<file path="src/hw/rtl/dsu_pkg.sv">
`timescale 1ns / 1ps
// ----------------------------------------------------------------------------
// dsu_pkg
// Shared types and constants of the disjoint-set union/find unit.
// ----------------------------------------------------------------------------
package dsu_pkg;

    localparam int NODE_W = 10;
    localparam int CNT_W  = 11;

    localparam logic [CNT_W-1:0] NODE_COUNT_RST = 11'd1024;

    typedef struct packed {
        logic              req_type;
        logic [NODE_W-1:0] node_a;
        logic [NODE_W-1:0] node_b;
    } t_in_item;

    typedef struct packed {
        logic              same_set;
        logic [NODE_W-1:0] root_a;
        logic [NODE_W-1:0] root_b;
        logic              bad_index;
    } t_out_item;

    localparam logic REQ_JOIN = 1'b0;
    localparam logic REQ_TEST = 1'b1;

    // Datapath commands issued by the controller
    typedef enum logic [3:0] {
        CMD_NONE,
        CMD_CLEAR,
        CMD_LOAD,
        CMD_RD_CUR,
        CMD_UP,
        CMD_ROOT,
        CMD_NEXT_B,
        CMD_RD_NODE,
        CMD_COMPRESS,
        CMD_RD_RA,
        CMD_RD_RB,
        CMD_LINK,
        CMD_GROW,
        CMD_EMIT
    } t_cmd;

    typedef struct packed {
        logic clr_done;
        logic in_bad;
        logic rd_root;
        logic node_at_root;
        logic sel_b;
        logic join_needed;
        logic out_free;
    } t_status;

endpackage

</file>
<file path="src/hw/rtl/dsu_ctrl.sv">
`timescale 1ns / 1ps
// ----------------------------------------------------------------------------
// dsu_ctrl
// Sequencer: clearing pass, two finds with path compression (skipped for a
// rejected index), optional link, then hand-off to the output register.
// ----------------------------------------------------------------------------
module dsu_ctrl
    import dsu_pkg::*;
(
    input  logic    i_clk,
    input  logic    i_rst_n,
    input  logic    i_in_valid,
    input  t_status i_status,
    output t_cmd    o_cmd,
    output logic    o_in_stall
);

    typedef enum logic [10:0] {
        S_CLEAR  = 11'b000_0000_0001,
        S_IDLE   = 11'b000_0000_0010,
        S_F1_RD  = 11'b000_0000_0100,
        S_F1_CHK = 11'b000_0000_1000,
        S_F2_RD  = 11'b000_0001_0000,
        S_F2_WR  = 11'b000_0010_0000,
        S_JOIN   = 11'b000_0100_0000,
        S_J_RDB  = 11'b000_1000_0000,
        S_J_LINK = 11'b001_0000_0000,
        S_J_GROW = 11'b010_0000_0000,
        S_OUT    = 11'b100_0000_0000
    } t_state;

    t_state r_state, n_state;

    always_ff @(posedge i_clk) begin
        if (!i_rst_n) begin
            r_state <= S_CLEAR;
        end else begin
            r_state <= n_state;
        end
    end

    assign o_in_stall = (r_state != S_IDLE);

    always_comb begin
        n_state = r_state;
        o_cmd   = CMD_NONE;
        case (r_state)
            S_CLEAR: begin
                o_cmd = CMD_CLEAR;
                if (i_status.clr_done) n_state = S_IDLE;
            end
            S_IDLE: begin
                if (i_in_valid) begin
                    o_cmd   = CMD_LOAD;
                    n_state = i_status.in_bad ? S_OUT : S_F1_RD;
                end
            end
            S_F1_RD: begin
                o_cmd   = CMD_RD_CUR;
                n_state = S_F1_CHK;
            end
            S_F1_CHK: begin
                if (i_status.rd_root) begin
                    o_cmd   = CMD_ROOT;
                    n_state = S_F2_RD;
                end else begin
                    o_cmd   = CMD_UP;
                    n_state = S_F1_RD;
                end
            end
            S_F2_RD: begin
                if (i_status.node_at_root) begin
                    if (i_status.sel_b) begin
                        n_state = S_JOIN;
                    end else begin
                        o_cmd   = CMD_NEXT_B;
                        n_state = S_F1_RD;
                    end
                end else begin
                    o_cmd   = CMD_RD_NODE;
                    n_state = S_F2_WR;
                end
            end
            S_F2_WR: begin
                o_cmd   = CMD_COMPRESS;
                n_state = S_F2_RD;
            end
            S_JOIN: begin
                if (i_status.join_needed) begin
                    o_cmd   = CMD_RD_RA;
                    n_state = S_J_RDB;
                end else begin
                    n_state = S_OUT;
                end
            end
            S_J_RDB: begin
                o_cmd   = CMD_RD_RB;
                n_state = S_J_LINK;
            end
            S_J_LINK: begin
                o_cmd   = CMD_LINK;
                n_state = S_J_GROW;
            end
            S_J_GROW: begin
                o_cmd   = CMD_GROW;
                n_state = S_OUT;
            end
            S_OUT: begin
                if (i_status.out_free) begin
                    o_cmd   = CMD_EMIT;
                    n_state = S_IDLE;
                end
            end
            default: begin
                n_state = S_CLEAR;
            end
        endcase
    end

endmodule

</file>
<file path="config.mk">
export PLATFORM = sky130hd
export DESIGN_NAME = dsu_ctrl
export DESIGN_NICKNAME = d
export VERILOG_FILES = /design/src/hw/rtl/dsu_pkg.sv /design/src/hw/rtl/dsu_ctrl.sv
export SDC_FILE = /design/constraint.sdc
export NUM_CORES = 1
export LEC_CHECK = 0
export BUFFER_PORTS_ARGS = -buffer_cell sky130_fd_sc_hd__buf_2
export CORE_MARGIN = 4
export CORE_UTILIZATION = 42
export DETAILED_ROUTE_END_ITERATION = 16
export GPL_ROUTABILITY_DRIVEN = 0
export SLEW_MARGIN = 20
export SYNTH_ARGS = -nofsm -noshare
export SYNTH_HDL_FRONTEND = slang
export SYNTH_SLANG_ARGS = --single-unit
</file>
<file path="constraint.sdc">
create_clock -name i_clk -period 2.17 [get_ports i_clk]
set_clock_uncertainty 0.05 [all_clocks]
set_input_delay 0.217 -clock i_clk [delete_from_list [all_inputs] [get_ports i_clk]]
set_output_delay 0.217 -clock i_clk [all_outputs]
set_load 0.005 [all_outputs]
</file>
=== After elaboration in Yosys (flattened, before gate mapping) ===
Index checks and enable logic that the tools add are counted.

* Reduce and logical (&&, ||, !) cells: 1
* Mux-type cells: 16
* Equal/unequal tests: 15

{| class="wikitable"
|+ Operators with widths
! cell !! number
|-
| 11-bit case mux with 11 select lines || 1
|-
| 11-bit two-way mux || 6
|-
| 4-bit case mux with 11 select lines || 1
|-
| 4-bit two-way mux || 3
|-
| 11-bit by 1-bit == test with 1-bit output (second input constant) || 1
|-
| 11-bit by 10-bit == test with 1-bit output (second input constant) || 1
|-
| 11-bit == test (second input constant) || 1
|-
| 11-bit by 2-bit == test with 1-bit output (second input constant) || 1
|-
| 11-bit by 3-bit == test with 1-bit output (second input constant) || 1
|-
| 11-bit by 4-bit == test with 1-bit output (second input constant) || 1
|-
| 11-bit by 5-bit == test with 1-bit output (second input constant) || 1
|-
| 11-bit by 6-bit == test with 1-bit output (second input constant) || 1
|-
| 11-bit by 7-bit == test with 1-bit output (second input constant) || 1
|-
| 11-bit by 8-bit == test with 1-bit output (second input constant) || 1
|-
| 11-bit by 9-bit == test with 1-bit output (second input constant) || 1
|-
| 11-bit by 2-bit != test with 1-bit output (second input constant) || 1
|-
| 7-bit two-way mux || 1
|-
| 2-bit != test (second input constant) || 3
|-
| 5-bit two-way mux || 1
|-
| 3-bit two-way mux || 1
|-
| 3-bit AND reduction || 1
|-
| 2-bit two-way mux || 1
|-
| 1-bit two-way mux || 1
|}

* Register bits after elaboration: 11
* Logic and storage cells: 33
* Output and inout port bits: 5

=== Logic depth before layout (Yosys ltp) ===
Gate-level depths: netlist (run 1).

* Depth in word-level cells: 3
* Gate-level depth with buffers: 6
* Mapped depth without buffers: 4

=== Worst setup path before layout (run 1) ===
Ideal clock, no wire load.

* Path type: reg-to-reg
* Start point: register r_state[5]
* End point: register r_state[7]
* Setup slack: 0.233 ns
* Data required time: 2.004 ns
* Stages on the path, launching flop included: 7
* Library setup time: 0.116 ns
* Data arrival time: 1.771 ns
* Cell sequence: dfxtp_1 -> buf_6 -> or4_4 -> buf_6 -> o41ai_4 -> nor3_2 -> and4_1

* Word-level cells in the longest chain between the ends: 3

{| class="wikitable"
|+ RTL lines
! what !! line !! text
|-
| from (decl) || dsu_ctrl.sv:32 || <nowiki>t_state r_state, n_state;</nowiki>
|-
| from (signal assigned) || dsu_ctrl.sv:38 || <nowiki>r_state <= n_state;</nowiki>
|-
| 11-bit by 1-bit == test with 1-bit output, or another cell as far along || dsu_ctrl.sv:47 || <nowiki>case (r_state)</nowiki>
|-
| 2-bit != test (no source line) || n/a ||
|-
| 3-bit AND reduction (no source line) || n/a ||
|}

Several ways; a longest one is shown, not always the timed one.
A chain may end at the register's enable or synchronous reset.

=== Worst setup path in the final report (run 1) ===
* Start point: register r_state[8]
* End point: output o_cmd[1]

* Word-level cells in the longest chain between the ends: 2

{| class="wikitable"
|+ RTL lines
! what !! line !! text
|-
| 11-bit == test, or another cell as far along || dsu_ctrl.sv:47 ||
|-
| 4-bit case mux with 11 select lines (*) || dsu_ctrl.sv:47 ||
|-
| to (decl) || dsu_ctrl.sv:14 || <nowiki>output t_cmd o_cmd,</nowiki>
|}

Every way passes the cells marked *; elsewhere a longest branch is shown, timed or not.

==> results of run 1 <==
worst register-to-register path: cells and delay by family, from the launching register on:
kind	cells	cell delay, ns
and+or+nand+nor	3	1.10
buffers and inverters	2	0.39
DFF	1	0.33
AOI/OAI and AO/OA	1	0.05
cells in the final DEF, fill, tap and decap left out, types with 4 or more instances in the layout:
cell and n:
buf_4 18, buf_2 15, nor2_1 12, nor3_1 7, dfxtp_1 7, nor4b_1 6
nand2b_1 5, o21ai_0 5, nand3b_1 4, nor4_1 4, nand3_1 4, nand2_1 4
a21oi_1 4
stage by stage:
step / utilization, % / setup slack (ns) / cells
after detailed placement: 50.0 / 0.176 / 169
after floorplan: - / 0.233 / 126
after global routing: 55.1 / -0.0717 / 179
after CTS: 51.8 / 0.00174 / 174
after global placement: 50.0 / 0.167 / 169
final: 55.1 / -0.00553 / 179
routing by layer:
| metal | part of all wire (%) | track usage [%] | up-vias |
|---|---|---|---|
| met5 | 0 | 0 | - |
| met4 | 1.6 | 8.94 | 0 |
| met3 | 6.2 | 2.45 | 7 |
| met1 | 44 | 23.5 | 507 |
| met2 | 48 | 28.1 | 52 |
| li1 | - | - | 534 |
report_power, final:
part	internal [mW]	leakage (nW)	switching, mW	total (mW)
registers	0.213	0.0908	0.0210	0.234
clock network	0.0715	0.0150	0.0844	0.156
logic	0.114	0.366	0.116	0.230
logic make-up (layout without fill, tap and decap cells):
| kind of cell | after synthesis | count (layout) | synth area share (%) |
|---|---|---|---|
| AND/OR/NAND/NOR | 73 | 73 | 46.5 |
| AO/OA/AOI/OAI | 21 | 21 | 15.6 |
| buffers and inverters | 15 | 40 | 11.5 |
| flip-flops | 11 | 11 | 21.2 |
| XOR/XNOR | 5 | 5 | 4.21 |
| multiplexers | 1 | 1 | 0.962 |
synth_stat cells (4+ instances only):
cell type and number:
nor2_1 12, nor4b_1 6, nor3_1 8, dfxtp_1 11, buf_6 4, nand3b_1 4
nand3_1 4, nand2_1 4, o21ai_0 6, nand2b_1 5, a21oi_1 4, nor4_1 5
final timing paths:
check	from	to	slack [ns]	cells after the start
max	r_state[8]$_SDFFE_PN0P_	o_cmd[1]	-0.006	5
min reg2reg	r_state[1]$_SDFFE_PN0P_	r_state[3]$_SDFFE_PN0P_	0.57	3
max reg2reg	r_state[7]$_SDFFE_PN0P_	r_state[1]$_SDFFE_PN0P_	0.16	6
min	i_status[3]	r_state[5]$_SDFFE_PN0P_	0.11	2
area by class of cell:
cell class / count / area (um^2) / share of cell area [%]
multi-input cells: 100 / 731 / 58.2
well taps: 28 / 35.0 / 2.79
flip-flops and latches: 11 / 230 / 18.3
clock buffers: 4 / 26.3 / 2.09
inverters: 2 / 7.51 / 0.598
repair buffers: 34 / 225 / 17.9
timing repair:
| action | in CTS | in global routing |
|---|---|---|
| pin swaps | 1 | 3 |
| setup buffers | 1 | 5 |
| endpoints found under the setup margin | 3 | 5 |
| gates resized for setup | 2 | 13 |
==> results.cfg, run 1 <==
[sta]
setup_viol = 1
tns_ns = -0.00553
worstMarginPinSlew_ns = 0.520
max_freq_mhz = 460
finalHoldViolCount = 0
period_share_pct = 100
rsz0062_at_grt = true
drv_slew = 0
slew_headroom_pct = 64.9
period_needed_ns = 2.18
hold_slack_ns = 0.108
finalWorstSetupSlack_ns = -0.00553

[clocking]
cts-hold-fix-buffers = 0
cts_sinks = 11
cts_made_buffers = 3
cts_tree = done
clock_path_buffers = 2
cts-root-buf = clkbuf_4
h-tree-depth = 1
clkLatencyLatePin_ns = 0.28
path_clk_slew_ns = 0.08

[drt]
drtIter0Drc = 46
wl_per_cell_um = 17.2
vias_per_cell = 6.15
routed_wl_mm = 3.08
drtAntennaViolNets = 0
drc = 0
vias = 1100
first_pass_iters = 4

[critical_path]
cp-end-kind = output port
cp.required_ns = 1.90
cpPeakStageDelay_ns = 0.58
start_kind = flop
critPathTopFamily = simple AND/OR/NAND/NOR gates
worst-setup-path-type = reg2out
path_cells = or3_1, nor2_1, a22o_1, a311o_1, buf_2
path_max_fanout = 9
arrival_ns = 1.91
critPathBufInv = 1
slowest_stage = or3_1

[yosys]
yosysSeqAreaShare_pct = 21.2
async_reset_ff_share_pct = 0
synth_cell_types = 46
yosys_register_bits = 11
synth_ff_type = dfxtp_1
yosys.area.top_type = dfxtp_1
synth_edf_count = 0
synthesis.nets = 136
synth_area_leaders = dfxtp_1 (21%), nor4b_1 (5.0%), buf_6 (4.3%)
yosysWarnings = 0
syn_inst = 126
synthDominantCellAreaShare_pct = 21.2
netlist_area_um2 = 1040
synth_area_per_cell_um2 = 8.26

[layout]
area_delta_synth_final_pct = 20.6
final_nets = 162
largest_reg_flops = 11
drive_gt1_share_pct = 38.4
fillers = 220
n_antenna_cell = 0
stdcell_area_um2 = 1250
largest-register = r_state
top_regs = r_state (11)

[power_and_ir_drop]
finalPower_mw = 0.620
power_density_nw_per_um2 = 494
leakagePower_nw = 0.472
vdd_drop_max_v = 0.000316

[global_routing]
antenna_found_initial = 0
grt.total_usage_pct = 17.8
globalRouteOverflowTotal = 0
grt_pass1_vias = 1007
grt_max_degree = 15
grt_pass1_wl_mm = 4.61

[outcome]
violations = setup timing
outcome = complete, but fails checks

[floorplan]
die_y_um = 57.8
die_area_um2 = 3340
core_um2 = 2280
start_util_pct = 45.7
die-width_um = 57.8
fp-row-count = 17
pin_count = 15

[placement]
placed_area_um2 = 1140
port_buffers = 14
dp_hpwl_mm = 2.21

[worst_hold_path]
hold_class = in2reg

[run]
drv_cap = 0
(Power assumes the default switching activity.)
==> run 2: changes to the inputs <==
--- a/config.mk
+++ b/config.mk
@@ -10,7 +10,7 @@
 export CORE_UTILIZATION = 42
 export DETAILED_ROUTE_END_ITERATION = 16
 export GPL_ROUTABILITY_DRIVEN = 0
-export SLEW_MARGIN = 20
+export SETUP_SLACK_MARGIN = 0.2
 export SYNTH_ARGS = -nofsm -noshare
 export SYNTH_HDL_FRONTEND = slang
 export SYNTH_SLANG_ARGS = --single-unit
==> results.cfg, run 2 (synthesis results as in run 1) <==
[placement]
pre_cts_ws_ns = 0.176
dp_hpwl_mm = 2.21
placed_cells = 169
placed_area_um2 = 1140
port_buffers = 14

[outcome]
outcome = completed

[floorplan]
fp-row-count = 17
core_um2 = 2280
die_y_um = 57.8
die-width_um = 57.8
pin_count = 15
start_util_pct = 45.7
die_area_um2 = 3340

[sta]
finalHoldViolCount = 0
slew_headroom_pct = 62.5
period_needed_ns = 2.10
worstMarginPinSlew_ns = 0.555
hold_slack_ns = 0.126
rsz0062_at_grt = true
max_freq_mhz = 476
period_share_pct = 96.9
setup_viol = 0
tns_ns = 0
drv_slew = 0
finalWorstSetupSlack_ns = 0.0680

[global_routing]
grt.busiest_layer = met2
grtUsageMet1_pct = 24.6
grt_pass1_vias = 1112
grt_max_degree = 15
grt_pass1_wl_mm = 5.10
met2_usage_pct = 31.9
globalRouteOverflowTotal = 0
use_met3_pct = 3.34
antenna_found_initial = 0
grt.total_usage_pct = 19.7

[critical_path]
cp-end-kind = output port
worstReg2RegStart = r_state[0]$_SDFFE_PN1P_
regToRegSetupSlack_ns = 0.14
worst-setup-path-type = reg2out
r2r_cells = 6
start_kind = flop
cp.required_ns = 1.90
path_max_fanout = 5
timing.rr.end = r_state[4]$_SDFFE_PN0P_
arrival_ns = 1.83

[drt]
drc = 0
drtAntennaViolNets = 0
vias_per_cell = 6.31
wl_per_cell_um = 18.5
first_pass_iters = 4
drtIter0Drc = 47
vias = 1167
routed_wl_mm = 3.43

[worst_hold_path]
hold_depth = 2
hold_class = in2reg
min_from = i_status[3]
worstHoldEndpoint = r_state[5]$_SDFFE_PN0P_

[power_and_ir_drop]
vdd_drop_max_v = 0.000399
leakagePower_nw = 0.521
finalPower_mw = 0.676
power_density_nw_per_um2 = 481

[clocking]
cts_made_buffers = 3
path_clk_slew_ns = 0.08
clkLatencyLatePin_ns = 0.28
cts-root-buf = clkbuf_4
clock_path_buffers = 2
cts_tree = done
cts_sinks = 11
cts-hold-fix-buffers = 0
h-tree-depth = 1

[layout]
largest-register = r_state
stdcell_area_um2 = 1400
area_delta_synth_final_pct = 34.9
final_nets = 168
n_antenna_cell = 0
fillers = 175
largest_reg_flops = 11
final_cell_mix = buf_4 (22), buf_2 (12), nor2_1 (10)
top_regs = r_state (11)
fin_cells = 185
layout_commonest_cell = buf_4
fin_util_pct = 61.7
drive_gt1_share_pct = 49.7

[run]
drv_cap = 0
-- run 2: cell types whose count changed in the layout (fill, tap and decap cells not counted), moves of 2 or more --
cell	previous run	this run
nor2_2	0	2
dfxtp_4	2	4
o21ai_1	0	2
buf_6	0	6
nor2_1	12	10
o21ai_0	5	3
nor4b_2	0	2
nor4b_1	6	4
nor3_2	1	3
buf_4	18	22
nor3_1	7	4
buf_2	15	12
-- run 2: area by class of cell --
class / instances / area [um^2] / area share [%]
clock buffers: 4 / 26.3 / 1.87
flip-flops and latches: 11 / 236 / 16.8
well taps: 28 / 35.0 / 2.50
inverters: 2 / 7.51 / 0.535
multi-input cells: 100 / 806 / 57.4
repair buffers: 40 / 293 / 20.9
-- run 2: repair_timing --
action | CTS | global route
resized for setup | 22 | 18
buffers inserted | 11 | 1
endpoints found under the setup margin | 7 | 15
pin swaps | 6 | 4
-- run 2: layer usage --
metal	wire (um)	part of all wire (%)
met5	0	0
met4	119	3.5
met3	261	7.6
met2	1680	49
met1	1360	40
-- run 2: power breakdown --
group	switching [mW]	leakage, nW	total [mW]	internal [mW]
clock	0.0806	0.0150	0.152	0.0713
combinational	0.145	0.414	0.289	0.144
sequential	0.0210	0.0919	0.234	0.213
total	0.247	0.521	0.676	0.429
-- run 2: worst max path at each step --
stage	slack, ns	cells past startpoint	start	endpoint
finish	0.07	5	r_state[0]$_SDFFE_PN1P_	o_cmd[1]
global route	-0.03	6	r_state[2]$_SDFFE_PN0P_	o_cmd[3]
CTS	0.09	5	r_state[0]$_SDFFE_PN1P_	o_cmd[2]
detailed placement	0.18	5	r_state[1]$_SDFFE_PN0P_	o_cmd[1]
global placement	0.17	4	r_state[2]$_SDFFE_PN0P_	r_state[4]$_SDFFE_PN0P_
floorplan	0.23	6	r_state[5]$_SDFFE_PN0P_	r_state[7]$_SDFFE_PN0P_
-- run 2: worst max-delay path, stage by stage, from the launching register on --
cell and delay, ns:
dfxtp_4 0.37, or4b_4 0.58, nor3_4 0.23, a22o_1 0.17, a311o_1 0.10, buf_2 0.11
==> run 3: changes to the inputs <==
--- a/config.mk
+++ b/config.mk
@@ -5,6 +5,7 @@
 export SDC_FILE = /design/constraint.sdc
 export NUM_CORES = 1
 export LEC_CHECK = 0
+export ABC_AREA = 1
 export BUFFER_PORTS_ARGS = -buffer_cell sky130_fd_sc_hd__buf_2
 export CORE_MARGIN = 4
 export CORE_UTILIZATION = 42
==> results.cfg, run 3 <==
[global_routing]
globalRouteOverflowTotal = 0
grt.total_usage_pct = 15.1
met2_usage_pct = 24.0
grt_max_degree = 11
antenna_found_initial = 0
grt_pass1_wl_mm = 3.06
use_met3_pct = 2.56
grt_pass1_vias = 740
grt.busiest_layer = met2
grtUsageMet1_pct = 20.8

[critical_path]
arrival_ns = 1.58
critPathTopFamily = simple AND/OR/NAND/NOR gates
crit_start = r_state[8]$_SDFFE_PN0P_
cpPeakStageDelay_ns = 0.36
cp.required_ns = 1.90
slowest_stage = dfxtp_1
path_cells = nor2_2, nand2_4, nor2_8, nand2_1, o2111ai_1, buf_2
worst-setup-path-type = reg2out
cp-end-kind = output port
critPathBufInv = 1
path_max_fanout = 10
worstReg2RegStart = r_state[6]$_SDFFE_PN0P_
start_kind = flop

[clocking]
cts-hold-fix-buffers = 0
h-tree-depth = 1
cts_tree = done
cts-root-buf = clkbuf_4
clkLatencyLatePin_ns = 0.27
cts_made_buffers = 3
cts_sinks = 11
clock_path_buffers = 2
path_clk_slew_ns = 0.08

[yosys]
synth_area_per_cell_um2 = 6.58
synth_area_leaders = dfxtp_1 (27%), nand2_1 (15%), inv_1 (9.0%)
async_reset_ff_share_pct = 0
yosysSeqAreaShare_pct = 26.5
synthTopCellsByCount = nand2_1 (33), inv_1 (20), nor2_1 (16)
yosysWarnings = 0
netlist_area_um2 = 830
synthDominantCellAreaShare_pct = 26.5
synth_cell_types = 21
synth_ff_type = dfxtp_1
synthesis.nets = 136
synth.most_common_cell = nand2_1
yosys.area.top_type = dfxtp_1
yosys_register_bits = 11
synth_edf_count = 0
syn_inst = 126

[outcome]
outcome = completed

[floorplan]
die_y_um = 52.4
fp-row-count = 15
start_util_pct = 46.0
core_um2 = 1800
die-width_um = 52.4
pin_count = 15
die_area_um2 = 2750

[power_and_ir_drop]
leakagePower_nw = 0.499
swShare_pct = 45.5
power_frac_comb_pct = 55.4
power_density_nw_per_um2 = 892
clock_power_share_pct = 16.1
seq_power_share_pct = 28.6
vdd_drop_max_v = 0.000527
p_int_mw = 0.484
p_sw_mw = 0.404
finalPower_mw = 0.889

[layout]
layout_commonest_cell = nand2_1
largest-register = r_state
drive_gt1_share_pct = 26.9
n_antenna_cell = 0
fillers = 196
final_nets = 156
top_regs = r_state (11)
fin_util_pct = 55.3
multi_input_area_um2 = 564
area_delta_synth_final_pct = 20.1
final_cell_mix = nand2_1 (31), inv_1 (20), nor2_1 (14), buf_2 (14)
largest_reg_flops = 11
stdcell_area_um2 = 996
seqCellArea_um2 = 220

[sta]
setup_viol = 0
worstMarginPinSlew_ns = 0.328
finalHoldViolCount = 0
slew_headroom_pct = 78.0
drv_slew = 0
rsz0062_at_grt = false
period_needed_ns = 1.84
period_share_pct = 84.9
max_freq_mhz = 543
tns_ns = 0

[worst_hold_path]
hold_class = in2reg
min_from = i_status[3]

[drt]
drtIter0Drc = 23
drtAntennaViolNets = 0
vias_per_cell = 4.85
wl_per_cell_um = 11.3
drc = 0
routed_wl_mm = 1.92
first_pass_iters = 4
vias = 824

[placement]
port_buffers = 14
placed_area_um2 = 931
dp_hpwl_mm = 1.56

[run]
drv_cap = 0
-- run 3: changes by cell type after synthesis, moves of 4 or more --
cell      delta
nor2_2       +4
inv_1       +18
nor2_1       +4
o21ai_0      -5
nand2_1     +29
nor4_1       -5
nand2b_1     -5
nor4b_1      -6
nand3_1      +7
buf_6        -4
-- run 3: repair_timing --
item                                   4_1_cts  5_1_grt
endpoints found under the hold margin        0        0
setup buffers                                0        1
setup endpoints to repair                    0        4
gates resized for setup                      0        8
-- run 3: per-stage QoR --
stage / setup WS (ns) / std cells / hold slack [ns]
CTS: 0.252 / 169 / 0.156
floorplan: 0.830 / 126 / 0.287
global route: 0.206 / 170 / 0.173
global placement: 0.556 / 165 / 0.442
detailed placement: 0.553 / 165 / 0.442
finish: 0.328 / 170 / 0.156
-- run 3: cell type report --
class / instances / area share (%)
clock inverter: 1 / 0.503
timing repair buffer: 15 / 7.79
tap: 25 / 3.14
inverter: 20 / 7.54
sequential: 11 / 22.1
clock buffer: 3 / 2.26
multi-input combinational: 95 / 56.7
-- run 3: worst paths after layout --
kind,to,slack (ns),cells past startpoint
hold reg to reg,r_state[10]$_SDFFE_PN0P_,0.57,4
hold / removal,r_state[6]$_SDFFE_PN0P_,0.16,3
setup / recovery,o_cmd[1],0.33,6
setup reg to reg,r_state[10]$_SDFFE_PN0P_,0.72,9
-- run 3: cell families (layout without fill, tap and decap cells) --
kind of cell	count (synthesis)	in the layout	share of synthesized area, %
flops	11	11	26.5
buf+inv	20	39	9.05
simple gates	91	91	61.5
compound gates	4	4	2.86
-- run 3: per-layer routing --
| layer | share of wire (%) | wire length [um] |
|---|---|---|
| met2 | 46 | 877 |
| met4 | 1.6 | 31 |
| met5 | 0 | 0 |
| met3 | 6.5 | 124 |
| met1 | 46 | 888 |
-- run 3: power groups by stage --
stage | Clock, mW | Sequential (mW) | Combinational, mW
floorplan | 0 | 0.250 | 0.356
global placement | 0 | 0.255 | 0.454
detailed placement | 0 | 0.255 | 0.453
CTS | 0.145 | 0.250 | 0.455
global route | 0.152 | 0.258 | 0.548
finish | 0.143 | 0.254 | 0.492
-- run 3: worst register-to-register path: stages, from the launching register on --
cell and delay, ns:
dfxtp_1 0.35, nor2_4 0.16, nand2_4 0.11, nor2_4 0.15, buf_4 0.13, nand3_2 0.09
nand3_4 0.15, nand2_1 0.07, nand2_1 0.06, nor2_1 0.04
